`config.mk`:
```
export PLATFORM = sky130hd
export DESIGN_NAME = r16_div
export DESIGN_NICKNAME = d
export VERILOG_FILES = /design/src/r16_div.sv
export SDC_FILE = /design/constraint.sdc
export NUM_CORES = 1
export LEC_CHECK = 0
export ABC_CLOCK_PERIOD_IN_PS = 3440
export BUFFER_PORTS_ARGS = -buffer_cell sky130_fd_sc_hd__buf_4
export CAP_MARGIN = 20
export CORE_MARGIN = 10
export CORE_UTILIZATION = 61
export CTS_CLUSTER_DIAMETER = 30
export DETAILED_ROUTE_END_ITERATION = 8
export PLACE_DENSITY = 0.95
export SLEW_MARGIN = 20
export SYNTH_ARGS = -nofsm -noshare
export SYNTH_HDL_FRONTEND = slang
export SYNTH_SLANG_ARGS = --single-unit
```
`constraint.sdc`:
```
create_clock -name clk -period 3.44 [get_ports clk]
set_input_delay 0.688 -clock clk [delete_from_list [all_inputs] [get_ports clk]]
set_output_delay 0.688 -clock clk [all_outputs]
set_load 0.05 [all_outputs]
```
`src/r16_div.sv`:
```
// ----------------------------------------------------------------------------
// r16_div
// 16-bit unsigned restoring divider, one quotient bit per cycle
// ----------------------------------------------------------------------------
module r16_div
(
    input  logic        clk,
    input  logic        rst_n,
    input  logic        start,
    input  logic [15:0] dividend,
    input  logic [15:0] divisor,
    output logic        done,
    output logic [15:0] quotient
);

    logic [15:0] quo_reg;
    logic [15:0] rem_reg;
    logic [15:0] den_reg;
    logic [4:0]  cnt_reg;
    logic        busy_reg;
    logic [16:0] trial;

    assign trial    = {rem_reg, quo_reg[15]} - {1'b0, den_reg};
    assign quotient = quo_reg;
    assign done     = busy_reg && (cnt_reg == 5'd0);

    always_ff @(posedge clk or negedge rst_n)
    begin
        if (!rst_n)
        begin
            busy_reg <= 1'b0;
            cnt_reg  <= 5'd0;
        end
        else if (start)
        begin
            busy_reg <= 1'b1;
            cnt_reg  <= 5'd16;
        end
        else if (busy_reg)
        begin
            if (cnt_reg == 5'd0)
                busy_reg <= 1'b0;
            else
                cnt_reg <= cnt_reg - 5'd1;
        end
    end

    always_ff @(posedge clk)
    begin
        if (start)
        begin
            quo_reg <= dividend;
            rem_reg <= 16'd0;
            den_reg <= divisor;
        end
        else if (busy_reg && cnt_reg != 5'd0)
        begin
            if (!trial[16])
            begin
                rem_reg <= trial[15:0];
                quo_reg <= {quo_reg[14:0], 1'b1};
            end
            else
            begin
                rem_reg <= {rem_reg[14:0], quo_reg[15]};
                quo_reg <= {quo_reg[14:0], 1'b0};
            end
        end
    end

endmodule

```
==> results.toml <==
[status]
status = "complete, no violations"

[cells_and_area]
fin_nets = 390
drive_gt1_frac = 0.246
design_area_mm2 = 0.00359
final_cells = 404
n_antenna_cell = 0
multi_input_area_mm2 = 0.00148
postLayoutCoreUtil = 0.746
final.fill_count = 332
seqCellArea_mm2 = 0.00143
syn2layout_area_growth_pct = 16.0

[detailed_routing]
vias_per_cell = 5.92
met3_length_um = 523
top_layer_used = "met4"
dr.pass1.iters = 6
finalWirelength_um = 6850
first_iter_violations = 167
wl_met2_um = 3440
drc = 0
wl_met1_um = 2800
ant_nets = 0
avgRoutedWirePerCell_um = 17.0
vias = 2393

[floorplan]
io_pins = 52
initial_core_util = 0.643
rows = 25
dieArea_mm2 = 0.00833
die_x_um = 91.3
core-area_mm2 = 0.00482
die_h_um = 91.3

[pwr]
p_leak_nw = 1.65
power_mw = 3.13
sequentialPowerShare = 0.328
sw_frac_of_total = 0.429
p_switching_mw = 1.34
peakVddDrop_mv = 0.482
clkPwrFrac = 0.142
power.density_mw_per_mm2 = 872
p_int_mw = 1.79
combPwrFrac = 0.531

[yosys]
ys_top_cells_by_area = "edfxtp_1, dfxtp_1, ha_1"
synth_area_per_cell_um2 = 10.8
syn_area_mm2 = 0.00310
yosys_warnings = 0
synth_flop_cell = "edfxtp_1"
postSynthNetCount = 342
synth_cell_types = 50
yosysTopAreaCellShare = 0.310
synth_common_cells = "edfxtp_1, nor2_1, inv_1, a21oi_1, ha_1"
synth-seq-area-share = 0.462
yosysMostFrequentCell = "edfxtp_1"
synthCells = 288
ys_async_sr_fraction = 0.111
synth-edff-count = 32
yosys.area.top_type = "edfxtp_1"
ys_ff_latch = 54

[global_route]
grt_overflow = 0
antenna_found_initial = 0
first_global_vias = 2487
grt_max_degree = 48
grt_pass1_wl_um = 11600
grtUsageTotal = 0.165

[setup_path]
setup.worst_path.start_class = "register"
worst-endpoint-arrival_ns = 3.29
crit_chain = "inv_1, ha_1, fa_1, nor2b_1, o31ai_1, a21oi_1, a41oi_1, nand3_2, or4_1, o311ai_0"
worstSetupPathType = "reg2reg"
crit_slowest_cell = "or4_1"
crit_path_end_kind = "register"
critPathMaxStageDelay_ns = 0.58
worst-path-max-fanout = 12
critPathRequiredTime_ns = 3.64

[timing]
whs_ns = 0.153
setup_viol = 0
finalCritPeriodShare = 0.898
tns_ns = 0
tightest_slew_ns = 0.709
fin_crit_ns = 3.09
hold_viol_final = 0
setup_slack_ns = 0.352
max_freq_mhz = 324
clock_skew_ns = 0.00881
relSlewSlack = 0.526
rsz0062_at_grt = "false"
drv_slew = 0

[clocking]
cts_root_buffer = "clkbuf_8"
numClockSinks = 54
cts_setup_buffers = 0
cts_hold_buf = 0
path_clk_slew_ns = 0.11
cts_htree_levels = 2
cts_made_buffers = 5
cts_tree = "done"
insertion_delay_ns = 0.32
post_cts_resized = 0
clk_path_buf_depth = 2

[placement]
gp_congestion = 0.822
port-buffer-count = 51
post_dp_cell_area_mm2 = 0.00348
post-place-ws_ns = 0.522
dpl.hpwl_um = 5030
dp_cells = 396

[worst_hold_path]
hold_path.class = "in2async"

[job]
maxCapViolations = 0
## layer usage
metal / GRT usage / up-vias
met5: 0 / -
met4: 0.0548 / 0
met3: 0.0601 / 15
met2: 0.277 / 95
met1: 0.190 / 1145
li1: - / 1138
## cells by family (layout without fill, tap and decap cells)
group                    after synthesis  count (layout)  share of synthesized area
AO/OA/AOI/OAI                         67              67                      0.144
XOR/XNOR                              17              17                     0.0481
buffers and inverters                 34              83                     0.0610
AND/OR/NAND/NOR                       68              68                      0.104
adder cells (fa/ha/maj)               19              19                     0.0792
multiplexers                          29              29                      0.101
flip-flops                            54              54                      0.462
## area by class of cell
class,count,share of cell area
Tap cell,67,0.0233
Clock inverter,3,0.0132
Sequential cell,54,0.398
Multi-Input combinational cell,200,0.412
Inverter,22,0.0230
Clock buffer,5,0.0192
Timing Repair Buffer,53,0.111
## critical path, delay by kind of cell (launching register included)
| kind | cells | cell delay (ns) |
|---|---|---|
| AO/OA/AOI/OAI | 4 | 1.04 |
| adder cells (fa/ha/maj) | 2 | 0.41 |
| buffers and inverters | 1 | 0.10 |
| flip-flops | 1 | 0.41 |
| AND/OR/NAND/NOR | 3 | 1.00 |
## layout by cell type (no fill, tap or decap), types with 2 or more instances in the layout
| master | count |
|---|---|
| a211oi_1 | 10 |
| a211oi_2 | 2 |
| a21boi_0 | 2 |
| a21oi_1 | 19 |
| a31oi_1 | 2 |
| a41oi_1 | 2 |
| and2_1 | 3 |
| buf_4 | 53 |
| clkbuf_8 | 5 |
| dfrtp_1 | 6 |
| dfxtp_1 | 16 |
| edfxtp_1 | 32 |
| ha_1 | 18 |
| inv_1 | 22 |
| mux2_2 | 15 |
| mux2i_1 | 13 |
| nand2_1 | 17 |
| nand4_1 | 2 |
| nor2_1 | 25 |
| nor2b_1 | 3 |
| nor3_1 | 6 |
| nor4_1 | 2 |
| nor4b_1 | 2 |
| o211a_1 | 3 |
| o21a_1 | 5 |
| o21ai_0 | 12 |
| o31ai_1 | 3 |
| xnor2_1 | 13 |
| xor2_1 | 4 |
## power groups by stage
| stage | clock, mW | combinational, mW | sequential [mW] |
|---|---|---|---|
| floorplan | 0 | 1.13 | 1.20 |
| global placement | 0 | 1.57 | 1.02 |
| detailed placement | 0 | 1.63 | 1.04 |
| CTS | 0.446 | 1.65 | 1.02 |
| global route | 0.474 | 1.83 | 1.05 |
| finish | 0.443 | 1.66 | 1.03 |
## path summary, 6_finish.rpt
| kind | slack, ns | to | depth (start not counted) | startpoint |
|---|---|---|---|---|
| worst max-delay path | 0.35 | rem_reg[1] | 10 | quotient[15] |
| worst min-delay path | 0.15 | cnt_reg[2] | 1 | rst_n |
| worst max register to register | 0.35 | rem_reg[1] | 10 | quotient[15] |
| worst min register to register | 0.53 | rem_reg[10] | 2 | rem_reg[10] |
| max in group asynchronous | 3.17 | cnt_reg[4] | 1 | rst_n |
| min in group clk | 0.53 | rem_reg[10] | 2 | rem_reg[10] |
Note: power is estimated with default switching activity, not from simulation.
